`config.mk`:
```
export PLATFORM = sky130hd
export DESIGN_NAME = srt_ctrl
export DESIGN_NICKNAME = d
export VERILOG_FILES = /design/src/srt_pkg.sv /design/src/srt_ctrl.sv
export SDC_FILE = /design/constraint.sdc
export NUM_CORES = 1
export LEC_CHECK = 0
export ABC_AREA = 0
export BUFFER_PORTS_ARGS = -buffer_cell sky130_fd_sc_hd__buf_2
export CORE_AREA = 4 4 41 43
export DETAILED_ROUTE_END_ITERATION = 12
export DIE_AREA = 0 0 45 47
export PLACE_DENSITY = 0.69
export RECOVER_POWER = 25
export SETUP_SLACK_MARGIN = 0.2
export SKIP_LAST_GASP = 1
export SYNTH_ARGS = -nofsm -noshare
export SYNTH_HDL_FRONTEND = slang
export SYNTH_SLANG_ARGS = --single-unit
```
`constraint.sdc`:
```
create_clock -name i_clk -period 2.7 [get_ports i_clk]
set_input_delay 0.135 -clock i_clk [delete_from_list [all_inputs] [get_ports i_clk]]
set_output_delay 0.135 -clock i_clk [all_outputs]
set_load 0.02 [all_outputs]
```
`src/srt_pkg.sv`:
```
`default_nettype none

package srt_pkg;

    typedef enum logic [1:0] {
        FN_INSERT = 2'd0,
        FN_DELETE = 2'd1,
        FN_FIND   = 2'd2,
        FN_READ   = 2'd3
    } t_func;

    typedef enum logic [1:0] {
        ST_OK       = 2'd0,
        ST_FULL     = 2'd1,
        ST_BADPOS   = 2'd2,
        ST_NOTFOUND = 2'd3
    } t_status;

    typedef struct packed {
        logic [63:0] name_hi;
        logic [63:0] name_mid;
        logic [23:0] name_lo;
        logic [31:0] age;
        logic [63:0] phone_hi;
        logic [47:0] phone_lo;
    } t_rec;

    typedef enum logic [2:0] {
        IDX_HOLD,
        IDX_TOP,
        IDX_SLOT,
        IDX_ZERO,
        IDX_INC,
        IDX_DEC
    } t_idx_op;

    typedef enum logic [2:0] {
        WR_NONE,
        WR_UP,
        WR_DOWN,
        WR_NEW_UP,
        WR_NEW_0
    } t_wr_op;

    typedef enum logic [2:0] {
        RES_NONE,
        RES_NEW_UP,
        RES_NEW_0,
        RES_HERE,
        RES_ERR
    } t_res_op;

    typedef enum logic [1:0] {
        CNT_HOLD,
        CNT_INC,
        CNT_DEC
    } t_cnt_op;

    typedef struct packed {
        logic    load;
        logic    emit;
        logic    rd;
        t_idx_op idx_op;
        t_wr_op  wr_op;
        t_res_op res_op;
        t_status res_status;
        t_cnt_op cnt_op;
    } t_cmd;

    typedef struct packed {
        t_func func;
        logic  full;
        logic  empty;
        logic  slot_bad;
        logic  ge;
        logic  eq;
        logic  idx_zero;
        logic  idx_last;
    } t_dp_stat;

endpackage

`default_nettype wire

```
`src/srt_ctrl.sv`:
```
`default_nettype none

module srt_ctrl
    import srt_pkg::*;
(
    input  wire logic     i_clk,
    input  wire logic     i_rst_n,
    input  wire logic     i_s_tvalid,
    output logic          o_s_tready,
    input  wire logic     i_m_tready,
    output logic          o_m_tvalid,
    input  wire t_dp_stat i_stat,
    output t_cmd          o_cmd
);

    typedef enum logic [2:0] {
        S_IDLE,
        S_DISPATCH,
        S_INS,
        S_INS0,
        S_FETCH,
        S_DEL,
        S_FIND,
        S_DONE
    } t_state;

    t_state r_state, n_state;
    logic   r_out_valid;
    t_cmd   cmd;

    assign o_s_tready = (r_state == S_IDLE);
    assign o_m_tvalid = r_out_valid;
    assign o_cmd      = cmd;

    always_comb begin
        cmd            = '0;
        cmd.idx_op     = IDX_HOLD;
        cmd.wr_op      = WR_NONE;
        cmd.res_op     = RES_NONE;
        cmd.res_status = ST_OK;
        cmd.cnt_op     = CNT_HOLD;
        n_state        = r_state;
        unique case (r_state)
            S_IDLE: begin
                if (i_s_tvalid) begin
                    cmd.load = 1'b1;
                    n_state  = S_DISPATCH;
                end
            end
            S_DISPATCH: begin
                unique case (i_stat.func)
                    FN_INSERT: begin
                        if (i_stat.full) begin
                            cmd.res_op     = RES_ERR;
                            cmd.res_status = ST_FULL;
                            n_state        = S_DONE;
                        end else if (i_stat.empty) begin
                            cmd.wr_op  = WR_NEW_0;
                            cmd.res_op = RES_NEW_0;
                            cmd.cnt_op = CNT_INC;
                            n_state    = S_DONE;
                        end else begin
                            cmd.idx_op = IDX_TOP;
                            cmd.rd     = 1'b1;
                            n_state    = S_INS;
                        end
                    end
                    FN_DELETE, FN_READ: begin
                        if (i_stat.slot_bad) begin
                            cmd.res_op     = RES_ERR;
                            cmd.res_status = ST_BADPOS;
                            n_state        = S_DONE;
                        end else begin
                            cmd.idx_op = IDX_SLOT;
                            cmd.rd     = 1'b1;
                            n_state    = S_FETCH;
                        end
                    end
                    FN_FIND: begin
                        if (i_stat.empty) begin
                            cmd.res_op     = RES_ERR;
                            cmd.res_status = ST_NOTFOUND;
                            n_state        = S_DONE;
                        end else begin
                            cmd.idx_op = IDX_ZERO;
                            cmd.rd     = 1'b1;
                            n_state    = S_FIND;
                        end
                    end
                    default: n_state = S_DONE;
                endcase
            end
            // walk down from the top, moving up every entry not below the new name
            S_INS: begin
                if (i_stat.ge) begin
                    cmd.wr_op = WR_UP;
                    if (i_stat.idx_zero) begin
                        n_state = S_INS0;
                    end else begin
                        cmd.idx_op = IDX_DEC;
                        cmd.rd     = 1'b1;
                    end
                end else begin
                    cmd.wr_op  = WR_NEW_UP;
                    cmd.res_op = RES_NEW_UP;
                    cmd.cnt_op = CNT_INC;
                    n_state    = S_DONE;
                end
            end
            S_INS0: begin
                cmd.wr_op  = WR_NEW_0;
                cmd.res_op = RES_NEW_0;
                cmd.cnt_op = CNT_INC;
                n_state    = S_DONE;
            end
            S_FETCH: begin
                cmd.res_op = RES_HERE;
                if (i_stat.func == FN_READ) begin
                    n_state = S_DONE;
                end else if (i_stat.idx_last) begin
                    cmd.cnt_op = CNT_DEC;
                    n_state    = S_DONE;
                end else begin
                    cmd.idx_op = IDX_INC;
                    cmd.rd     = 1'b1;
                    n_state    = S_DEL;
                end
            end
            S_DEL: begin
                cmd.wr_op = WR_DOWN;
                if (i_stat.idx_last) begin
                    cmd.cnt_op = CNT_DEC;
                    n_state    = S_DONE;
                end else begin
                    cmd.idx_op = IDX_INC;
                    cmd.rd     = 1'b1;
                end
            end
            S_FIND: begin
                if (i_stat.eq) begin
                    cmd.res_op = RES_HERE;
                    n_state    = S_DONE;
                end else if (i_stat.idx_last) begin
                    cmd.res_op     = RES_ERR;
                    cmd.res_status = ST_NOTFOUND;
                    n_state        = S_DONE;
                end else begin
                    cmd.idx_op = IDX_INC;
                    cmd.rd     = 1'b1;
                end
            end
            S_DONE: begin
                if (!r_out_valid || i_m_tready) begin
                    cmd.emit = 1'b1;
                    n_state  = S_IDLE;
                end
            end
            default: n_state = S_IDLE;
        endcase
    end

    always_ff @(posedge i_clk) begin
        if (!i_rst_n) begin
            r_state     <= S_IDLE;
            r_out_valid <= 1'b0;
        end else begin
            r_state <= n_state;
            if (cmd.emit) begin
                r_out_valid <= 1'b1;
            end else if (i_m_tready) begin
                r_out_valid <= 1'b0;
            end
        end
    end

endmodule

`default_nettype wire

```
**After elaboration in Yosys (flattened, before gate mapping)**

Cells that the tools add are included.

- $lt $le $gt $ge: 0
- Equality and inequality tests: 13
- Bitwise operators: 0
- Mux-type cells: 53
- Reduce and logical (&&, ||, !) cells: 7
- Shift operators: 0
- Multiply operators: 0
- Add/sub/neg operators: 0
- Divide/modulo/power cells: 0

Operators with widths:

| kind | number |
|---|---|
| $mux 3 | 12 |
| $mux 4 | 8 |
| $pmux 3 s8 | 1 |
| $pmux 4 s5 | 1 |
| $mux 5 | 3 |
| $pmux 3 s5 | 1 |
| $pmux 5 s3 | 1 |
| $mux 2 | 7 |
| $eq 3x3->1 const B | 4 |
| $mux 1 | 12 |
| $pmux 3 s4 | 1 |
| $pmux 4 s3 | 1 |
| $pmux 2 s5 | 1 |
| $pmux 3 s3 | 1 |
| $mux 7 | 1 |
| $eq 3x2->1 const B | 2 |
| $mux 6 | 1 |
| $eq 2x2->1 const B | 2 |
| $ne 2x2->1 const B | 2 |
| $pmux 2 s2 | 1 |
| $eq 3x1->1 const B | 1 |
| $logic_not 3->1 | 1 |
| $ne 3x3->1 const B | 1 |
| $reduce_and 3->1 | 1 |
| other kinds (6) | 6 |

- Logic and storage cells: 75
- Memories kept: 0
- Memory bits (read-only): 0
- Memory bits (writable): 0
- Register bits after elaboration: 4
- Latch bits: 0
- Bits of input ports: 13
- Output and inout bits: 18

**Longest topological paths before layout**

Gate-level depths: netlist of run 1.

- Depth after elaboration: 5
- Gate-level depth with buffers: 6
- Mapped depth without buffers: 5

**Worst setup path after synthesis of run 1**

Ideal clock, no wire load.

- Kind: reg2out
- Start point: register r_state[0]
- End point: output o_cmd[15] in the netlist's numbering
- Cell stages (with the launch flop): 4
- Data required time: 2,565 ps
- Arrival: 1,321 ps
- Path buffers: 1
- Slack: 1,244 ps
- Path through: dfxtp_1 -> buf_2 -> nor3_1 -> and2_1

RTL lines:

| item | RTL line | text |
|---|---|---|
| from (decl) | srt_ctrl.sv:27 | `t_state r_state, n_state;` |
| from (signal assigned) | srt_ctrl.sv:167 | `r_state <= n_state;` |
| to (decl) | srt_ctrl.sv:13 | `output t_cmd o_cmd` |

==> summary.md, run 1 <==
| Metric | Value |
|---|---|
| Setup CP Type | register to primary output |
| Core Box Area | about 1300 um^2 |
| Post-CTS sizing | 0 |
| Crit-path max FO | 11 |
| Number of synthesized register bits | 4 |
| CTS buffer count | 3 |
| Avg Cell Area, Syn | roughly 6.6 um^2 |
| Ys async rst share | 0% |
| Worst-Margin Slew | about 370 ps |
| WHS Endpoint | r_state[1] |
| Fmax | roughly 0.56 GHz |
| Ports | 31 |
| Worst R2R Start | r_state[2] |
| Clock Skew | roughly 7.1 ps |
| Synthesized Nets | 84 |
| Postcts setup bufs | 0 |
| Routability congestion estimate | a little under 0.9 |
| Clock Latency Late Sink | 230 ps |
| Global route overflow | 0 |
| Layout Utilization | roughly half |
| RSZ-0062 raised after global routing | no |
| Most used DFF post-synth | dfxtp_1 |
| Die X | 45 um |
| H-tree levels | 1 |
| GRT Overall Usage | a little over an eighth |
| WHS | roughly 140 ps |
| Initial Utilization | between 30% and 40% |
| Post-synth EDFFs | 0 |
| Initial antenna violation count | 0 |
| Most frequent cells in the layout | buf_2, nand2_1, o21ai_0 |
| Vias in the first global route | just over 500 |
| Setup Viol. Count Final | 0 |
| Seq pwr share | 26.1% |
| Status | complete, no violations |
| Antenna Nets Post-Route | 0 |
| Max Cap Viol | 0 |
| Row cnt | 13 |
| PortBufs | 30 |
| Worst Hold Class | primary input to register |
| CTS root buffer | clkbuf_4 |
| Vias | 613 |
| Register area share after synthesis | between 10% and 20% |
| Clock sink count | 4 |
| Antenna diode count | 0 |
| Dpl cells | around 110 |
| Startpoint Class | register |
| Slew Viols, Final | 0 |
| Mean routed wirelength per cell | 11.31 um |
| WP data arrival | about 1700 ps |
| Share of layout cells above drive strength 1 | between 30 and 40% |
| Detail Placement HPWL | 1061 um |
| Synth Instances | 71 |
| Minimum clock period | 1786 ps |
| Hold_buf cts | 0 |
| CP required | between 2000 and 3000 ps |
| CP Launch Point | r_state[2] |
| Warnings, synthesis | 0 |
| Via/cell ratio | roughly 5.3 |
| Min-Delay Path Depth | 2 |
| Setup TNS | 0 ps |
| Die Y-Extent | 47 um |
| Area Overhead vs Synth | 35.56% |
| First-pass GRT wire length | 2166 um |
| Pleak | between 0.3 and 0.4 nW |
| CTS tree | built |
| Post-Syn Area | about 470 um^2 |
| Critical Path Sink Type | primary output |
| Int Power | 189.4 uW |
| Final Net Count | around 120 |
| Most common cell after layout, fill and taps aside | buf_2 |
| Final worst-path cycle share | about two thirds |
| DR pass1 iterations | 4 |
| Clock-pin transition on the worst setup and hold timing paths | approximately 40 ps |
| DRT iter0 DRCs | 6 |
| Hold Vio Cnt, Final | 0 |
| DIE AREA | ~2100 um^2 |
| Sw Pwr | 168.4 uW |
| Clock Power Share | between 20% and 30% |
| DRC errors left | 0 |
| Largest net degree at the start of global routing | 13 |
| Comb power frac | about 54% |
| Final wirelength | approximately 1300 um |
| Rel. slew slack | approximately 75% |
| Synth unique cells | 29 |
| Worst flop-to-flop path endpoint | r_state[0] |
| Power per cell area | 564.2 nW/um^2 |
| CTS max path bufs | 2 |
| PnR Total Power | 357.9 uW |
| Hold Startpoint | i_rst_n |
| Sw Share | around 47% |
| Max VDD drop | about 0.25 mV |
| Path depth of the worst reg2reg path | 4 |
| Worst R2R Setup Slack | between 1000 and 1500 ps |
| Non-filler instance count after layout | between 100 and 150 |
## flip-flops by register name (all words and copies together), names as in the netlist
name        cells
o_m_tvalid      1
r_state         3
## cells by family after synthesis
family / after synthesis / synth area share (%)
flip-flops: 4 / 17.11
AO/OA/AOI/OAI: 22 / 29.95
buffers and inverters: 8 / 9.091
AND/OR/NAND/NOR: 37 / 43.86
## power by group through the flow
stage / Combinational, mW / Clock [mW] / Sequential [mW]
2_1_floorplan: 0.158 / 0 / 0.0737
5_1_grt: 0.211 / 0.0791 / 0.0966
4_1_cts: 0.195 / 0.0746 / 0.0928
3_5_place_dp: 0.194 / 0 / 0.0937
6_report: 0.192 / 0.0730 / 0.0933
3_3_place_gp: 0.194 / 0 / 0.0933
## metal layers
metal / vias to the layer above / wire length [um] / GRT usage (%)
li1: 316 / - / -
met1: 259 / 619 / 19.27
met2: 36 / 518 / 19.49
met3: 2 / 170 / 4.215
met4: 0 / 4 / 5.263
met5: - / 0 / 0
## synth_stat cells, types with 2 or more instances
cell	count	area, um^2
nand3_1	3	15.01
buf_2	2	10.01
nand2b_1	6	37.54
inv_1	3	11.26
o21ai_2	2	17.52
dfxtp_1	4	80.08
nand2_1	10	37.54
nor2b_1	2	12.51
a21oi_1	4	20.02
o2111ai_1	2	17.52
nor2_1	5	18.77
nor3_1	2	10.01
nor4b_1	2	17.52
o21ai_0	9	45.04
## final cells by class
type,count,area [um^2]
Fill cell,149,666.9
Multi-Input combinational cell,59,345.3
Timing Repair Buffer,30,146.4
Sequential cell,4,80.08
Clock buffer,3,22.52
Inverter,5,21.27
Tap cell,15,18.77
## critical path: stages (launching register included)
cell	delay, ps
dfxtp_1	540
inv_4	70
or4_4	570
o21ai_2	70
buf_2	170
## worst max-delay path by stage
stage	end	slack [ps]	cells past startpoint
after floorplan	o_cmd[15]	1240	3
after global placement	o_cmd[3]	1200	4
after detailed placement	o_cmd[3]	1150	4
after CTS	o_cmd[3]	910	4
after global routing	o_cmd[3]	810	4
final	o_cmd[3]	910	4
## metrics by stage
stage / area (um^2) / worst slack (ps)
detailed placement: 615.6 / 1147
floorplan: 467.9 / 1244
CTS: 638.1 / 908.8
finish: 634.4 / 913.7
global route: 634.4 / 811.8
global placement: 615.6 / 1197
(Power assumes the default switching activity.)
==> run 2: changes to the inputs <==
--- a/config.mk
+++ b/config.mk
@@ -7,10 +7,10 @@
 export LEC_CHECK = 0
 export ABC_AREA = 0
 export BUFFER_PORTS_ARGS = -buffer_cell sky130_fd_sc_hd__buf_2
-export CORE_AREA = 4 4 41 43
+export CORE_MARGIN = 4
+export CORE_UTILIZATION = 36
 export DETAILED_ROUTE_END_ITERATION = 12
-export DIE_AREA = 0 0 45 47
-export PLACE_DENSITY = 0.69
+export PLACE_DENSITY = 0.73
 export RECOVER_POWER = 25
 export SETUP_SLACK_MARGIN = 0.2
 export SKIP_LAST_GASP = 1
==> constraint.sdc (replaced) <==
create_clock -name i_clk -period 1.6 [get_ports i_clk]
set_input_delay 0.08 -clock i_clk [delete_from_list [all_inputs] [get_ports i_clk]]
set_output_delay 0.08 -clock i_clk [all_outputs]
set_load 0.02 [all_outputs]
==> run 2 against run 1 <==
Net effect: clock power is 74% higher; critical endpoint unchanged; sequential power up 64%; non-clock buffer count increased by 9; highest routed layer unchanged; sequential share of layout area decreased by 1.9 points; clock skew is 1.3 ps lower.
==> summary.md, run 2 (synthesis gave the netlist of run 1 again) <==
| Metric | Value |
|---|---|
| Hold Vio Cnt, Final | 0 (unchanged) |
| Crit-path max FO | 4 (was 11) |
| Antenna Nets Post-Route | 0 (unchanged) |
| CTS buffer count | 3 (unchanged) |
| Vias | 702 (was 613) |
| CTS root buffer | clkbuf_4 (unchanged) |
| CP top delay family | simple AND/OR/NAND/NOR gates (unchanged) |
| Worst Path Buf+Inv | 2 (unchanged) |
| WP data arrival | 1400 ps (was 1650 ps) |
| Critical Path Sink Type | primary output (unchanged) |
| Clock sink count | 4 (unchanged) |
| Worst Hold Class | primary input to register (unchanged) |
| Share of layout cells above drive strength 1 | 55.45% (was 36.63%) |
| Area Overhead vs Synth | 82.62% (was 35.56%) |
| Setup TNS | 0 ps (unchanged) |
| Vias in the first global route | 632 (was 514) |
| Setup Viol. Count Final | 0 (unchanged) |
| Detail Placement HPWL | 1136 um (was 1061 um) |
| Die Y-Extent | 44.06 um (was 47 um) |
| Final WS setup | 115.2 ps (was 913.7 ps) |
| H-tree levels | 1 (unchanged) |
| Initial antenna violation count | 0 (unchanged) |
| Largest net degree at the start of global routing | 10 (was 13) |
| Largest register FFs | 3 (unchanged) |
| Clock-pin transition on the worst setup and hold timing paths | 40 ps (about the same) |
| Startpoint Class | register (unchanged) |
| Max Cap Viol | 0 (unchanged) |
| CTS max path bufs | 2 (unchanged) |
| Final Net Count | 125 (was 116) |
| Antenna diode count | 0 (unchanged) |
| Status | complete, no violations (unchanged) |
| Final worst-path cycle share | around 93% |
| Most common cell after layout, fill and taps aside | buf_2 (unchanged) |
| Max VDD drop | 0.6347 mV (was 0.2490 mV) |
| DRC errors left | 0 (unchanged) |
| DR pass1 iterations | 4 (unchanged) |
| Most frequent cells in the layout | buf_2, buf_4, nand2_1, buf_6, o21ai_0 (was buf_2, nand2_1, o21ai_0) |
| Minimum clock period | 1485 ps |
| Die X | 44.06 um (was 45 um) |
| Final wirelength | 1747 um (was 1312 um) |
| Rel. slew slack | 68.51% (was 75.02%) |
| Core Box Area | 1171 um^2 (was 1301 um^2) |
| Worst-Margin Slew | 468.0 ps (was 365.2 ps) |
| Slew Viols, Final | 0 (unchanged) |
| Clock Latency Late Sink | 240 ps (was 230 ps) |
| Hold_buf cts | 0 (unchanged) |
| Fmax | about 0.67 GHz |
| Power per cell area | 933.2 nW/um^2 (was 564.2 nW/um^2) |
| Top reg by flops | r_state (unchanged) |
| Via/cell ratio | 5.661 (was 5.284) |
| Crit path largest cell delay | 550 ps (was 570 ps) |
| Global route overflow | 0 (unchanged) |
| Ports | 31 (unchanged) |
| First-pass GRT wire length | 2587 um (was 2166 um) |
| Setup WS pre-CTS | 215.7 ps (was 1147 ps) |
| Setup CP Type | register to primary output (unchanged) |
| Pleak | 0.4168 nW (was 0.3198 nW) |
| Critical-path cell list | inv_4 > or4_4 > o21ai_2 > buf_6 (was inv_4 > or4_4 > o21ai_2 > buf_2) |
| RSZ-0062 raised after global routing | yes (was no) |
| DRT iter0 DRCs | 19 (was 6) |
| Stages on worst setup path | 4 (unchanged) |
| Clock Skew | 5.748 ps (was 7.070 ps) |
| GRT Overall Usage | 17.80% (was 13.73%) |
| Mean routed wirelength per cell | 14.09 um (was 11.31 um) |
| CTS tree | built (unchanged) |
| CP required | 1520 ps (was 2570 ps) |
| PnR Total Power | 797.4 uW (was 357.9 uW) |
| CP max-delay cell | or4_4 (unchanged) |
| Row cnt | 12 (was 13) |
| PortBufs | 30 (unchanged) |
| DIE AREA | 1941 um^2 (was 2115 um^2) |
| Min-Delay Path Depth | 2 (unchanged) |
| Initial Utilization | 39.96% (was 35.96%) |
| Path depth of the worst reg2reg path | 6 (was 4) |
| Routability congestion estimate | 0.8700 (was 0.8882) |
run 2: area by class of cell:
class	count	area (um^2)
inverter	5	21.27
clock buffer	3	22.52
timing repair buffer	39	275.3
tap	14	17.52
sequential	4	91.34
multi-input combinational	59	426.7
fill	99	316.6
run 2: where the power goes:
part | internal [mW] | switching, mW | total [mW]
logic | 0.236 | 0.282 | 0.518
clock network | 0.0839 | 0.0426 | 0.127
registers | 0.122 | 0.0305 | 0.153
run 2: per-layer routing:
| metal | vias to the layer above | wire [um] | share of wire, % | global-route usage (%) |
|---|---|---|---|---|
| met5 | - | 0 | 0 | 0 |
| met4 | 0 | 19 | 1.1 | 5.422 |
| met3 | 5 | 138 | 7.9 | 6.504 |
| met2 | 34 | 864 | 49 | 29.65 |
| met1 | 324 | 724 | 41 | 21.17 |
| li1 | 339 | - | - | - |
run 2: path summary, 6_finish.rpt:
path	start	endpoint	slack (ps)
max	r_state[2]	o_cmd[3]	120
min	i_rst_n	r_state[1]	80
max reg2reg	r_state[2]	r_state[0]	200
min reg2reg	o_m_tvalid	o_m_tvalid	550
run 2: worst register-to-register path, stage by stage (launching register included):
cell and delay (ps):
dfxtp_4 350, and2b_4 280, nand2_4 90, a21o_1 200
buf_6 120, buf_6 100, nor4b_4 120
run 2: timing repair:
action                     in CTS  in global routing
setup endpoints to repair      14                 12
resized for setup              18                 26
pin swaps                       0                  3
buffers inserted                5                  2
run 2: per-stage QoR:
stage / std cells / utilization, % / hold WS, ps / area, um^2
after detailed placement: 114 / 54.17 / 327.9 / 634.4
after floorplan: 71 / - / 208.2 / 473.0
after global routing: 124 / 72.97 / 102.4 / 854.6
final: 124 / 72.97 / 82.18 / 854.6
after global placement: 114 / 54.17 / 324.0 / 634.4
after CTS: 122 / 64.10 / 80.50 / 750.7
==> run 3: changes to the inputs <==
--- a/config.mk
+++ b/config.mk
@@ -10,6 +10,7 @@
 export CORE_MARGIN = 4
 export CORE_UTILIZATION = 36
 export DETAILED_ROUTE_END_ITERATION = 12
+export GPL_TIMING_DRIVEN = 0
 export PLACE_DENSITY = 0.73
 export RECOVER_POWER = 25
 export SETUP_SLACK_MARGIN = 0.2
==> run 3 against run 2 <==
Net effect: flip-flop and latch count unchanged; via count fell by 4.8%; combinational power shrank 0.8%; die area did not move; power fell by 3.0%; cell count unchanged; critical path depth is 1 higher; routed wire length shrank 6.9%; global-route usage shrank 0.65 points; sequential share of layout area fell by 0.22 points.
==> summary.md, run 3 (synthesis gave the netlist of run 1 again) <==
| Metric | Value |
|---|---|
| Status | complete, no violations (unchanged) |
| Clock-pin transition on the worst setup and hold timing paths | 40 ps (about the same) |
| Core Box Area | 1171 um^2 (unchanged) |
| Die X | 44.06 um (unchanged) |
| CP required | 1520 ps (about the same) |
| Hold Startpoint | i_rst_n (unchanged) |
| Antenna diode count | 0 (unchanged) |
| RSZ-0062 raised after global routing | yes (unchanged) |
| Dpl cells | 115 (was 114) |
| Clock sink count | 4 (unchanged) |
| Critical-path cell list | buf_6 > inv_4 > or4_4 > o21ai_2 > buf_6 (was inv_4 > or4_4 > o21ai_2 > buf_6) |
| Pleak | 0.3969 nW (was 0.4168 nW) |
| Max VDD drop | 0.5430 mV (was 0.6347 mV) |
| Max Cap Viol | 0 (unchanged) |
| Row cnt | 12 (unchanged) |
| Mean routed wirelength per cell | 13.11 um (was 14.09 um) |
| PortBufs | 30 (unchanged) |
| Worst Hold Class | primary input to register (unchanged) |
| Crit-path max FO | 3 (was 4) |
| Number of fill cells | 103 (was 99) |
| Critical Path Sink Type | primary output (unchanged) |
| Area Overhead vs Synth | 71.12% (was 82.62%) |
| Largest register FFs | 3 (unchanged) |
| CP Launch Point | r_state[2] (unchanged) |
| Routability congestion estimate | 0.8714 (was 0.8700) |
| CTS root buffer | clkbuf_4 (unchanged) |
| Clock Skew | 3.616 ps (was 5.748 ps) |
| Clock Latency Late Sink | 230 ps (was 240 ps) |
| Fmax | 0.6655 GHz (was 0.6735 GHz) |
| Setup CP Type | register to primary output (unchanged) |
| Share of layout cells above drive strength 1 | 53.64% (was 55.45%) |
| H-tree levels | 1 (unchanged) |
| CP max-delay cell | or4_4 (unchanged) |
| Antenna Nets Post-Route | 0 (unchanged) |
| First-pass GRT wire length | 2553 um (was 2587 um) |
| Power per cell area | 965.9 nW/um^2 (was 933.2 nW/um^2) |
| Setup Viol. Count Final | 0 (unchanged) |
| Worst R2R Start | r_state[2] (unchanged) |
| Largest net degree at the start of global routing | 11 (was 10) |
| Die Y-Extent | 44.06 um (unchanged) |
| Hold Vio Cnt, Final | 0 (unchanged) |
| Slew Viols, Final | 0 (unchanged) |
| Rel. slew slack | 74.31% (was 68.51%) |
| Vias | 668 (was 702) |
| Initial Utilization | 39.96% (unchanged) |
| Detail Placement HPWL | 1134 um (was 1136 um) |
| Most common cell after layout, fill and taps aside | buf_2 (unchanged) |
| Non-filler instance count after layout | 124 (unchanged) |
| Final worst-path cycle share | 93.92% (was 92.80%) |
| Global route overflow | 0 (unchanged) |
| CTS tree | built (unchanged) |
| CTS max path bufs | 2 (unchanged) |
| Final wirelength | 1626 um (was 1747 um) |
| Initial antenna violation count | 0 (unchanged) |
| Most frequent cells in the layout | buf_2, nand2_1, buf_6 (was buf_2, buf_4, nand2_1, buf_6, o21ai_0) |
| WHS | 104.5 ps (was 82.18 ps) |
| DRC errors left | 0 (unchanged) |
| DIE AREA | 1941 um^2 (unchanged) |
| Layout Utilization | 68.38% (was 72.97%) |
| Final Net Count | 125 (unchanged) |
| CTS buffer count | 3 (unchanged) |
| Ports | 31 (unchanged) |
| Setup WS pre-CTS | 213.2 ps (was 215.7 ps) |
| Minimum clock period | 1503 ps (was 1485 ps) |
| DRT iter0 DRCs | 19 (unchanged) |
| Hold_buf cts | 0 (unchanged) |
| Via/cell ratio | 5.387 (was 5.661) |
| Top reg by flops | r_state (unchanged) |
| Worst-Margin Slew | 375.7 ps (was 468.0 ps) |
| GRT Overall Usage | 17.15% (was 17.80%) |
| CP most frequent cell | buf_6 |
| Setup TNS | 0 ps (unchanged) |
| WP data arrival | 1420 ps (was 1400 ps) |
| Vias in the first global route | 626 (was 632) |
| Final WS setup | 97.35 ps (was 115.2 ps) |
| DR pass1 iterations | 4 (unchanged) |
| Startpoint Class | register (unchanged) |
| Crit path largest cell delay | 530 ps (was 550 ps) |
run 3: cell types whose count changed in the layout (fill, tap and decap cells not counted), sizes merged:
cell / previous run / this run
buf: 36 / 37
clkbuf: 6 / 5
run 3: cell type report:
cell class                 count  area [um^2]  area share, %
multi-input combinational     59        392.9          49.06
timing repair buffer          36        226.5          28.28
sequential                     4        83.83          10.47
buffer                         3        33.78          4.219
inverter                       5        23.77          2.969
clock buffer                   3        22.52          2.812
tap                           14        17.52          2.188
run 3: stage by stage:
step	instance area [um^2]	power, mW
after global placement	640.6	0.5082
after CTS	745.7	0.7110
after floorplan	473.0	0.3949
after global routing	800.8	0.8292
final	800.8	0.7735
after detailed placement	640.6	0.5108
run 3: timing repair:
action                     CTS  global route
gates resized for setup     17            16
pin swaps                    3             4
gates cloned                 0             1
setup endpoints to repair    9            11
buffers inserted             4             1
run 3: path summary, 6_finish.rpt:
check | endpoint | cells after the start | slack (ps)
min | r_state[1] | 2 | 100
max | o_cmd[2] | 5 | 100
max reg2reg | r_state[1] | 5 | 250
min reg2reg | o_m_tvalid | 2 | 520
run 3: where the power goes:
part | internal [mW] | total, mW | switching, mW
Sequential | 0.119 | 0.134 | 0.0153
Clock | 0.0839 | 0.125 | 0.0409
Combinational | 0.229 | 0.514 | 0.286
Total | 0.431 | 0.773 | 0.342
run 3: worst max-delay path, delay by kind of cell, from the launching register on:
kind,cells,cell delay (ps)
AO/OA/AOI/OAI,1,80
buffers and inverters,3,260
flip-flops,1,320
AND/OR/NAND/NOR,1,530
run 3: layer usage:
layer	up-vias	GRT usage [%]	share of wire, %
met3	0	5.285	11
li1	335	-	-
met5	-	0	0
met2	35	29.65	45
met4	0	1.807	0
met1	298	21.46	44
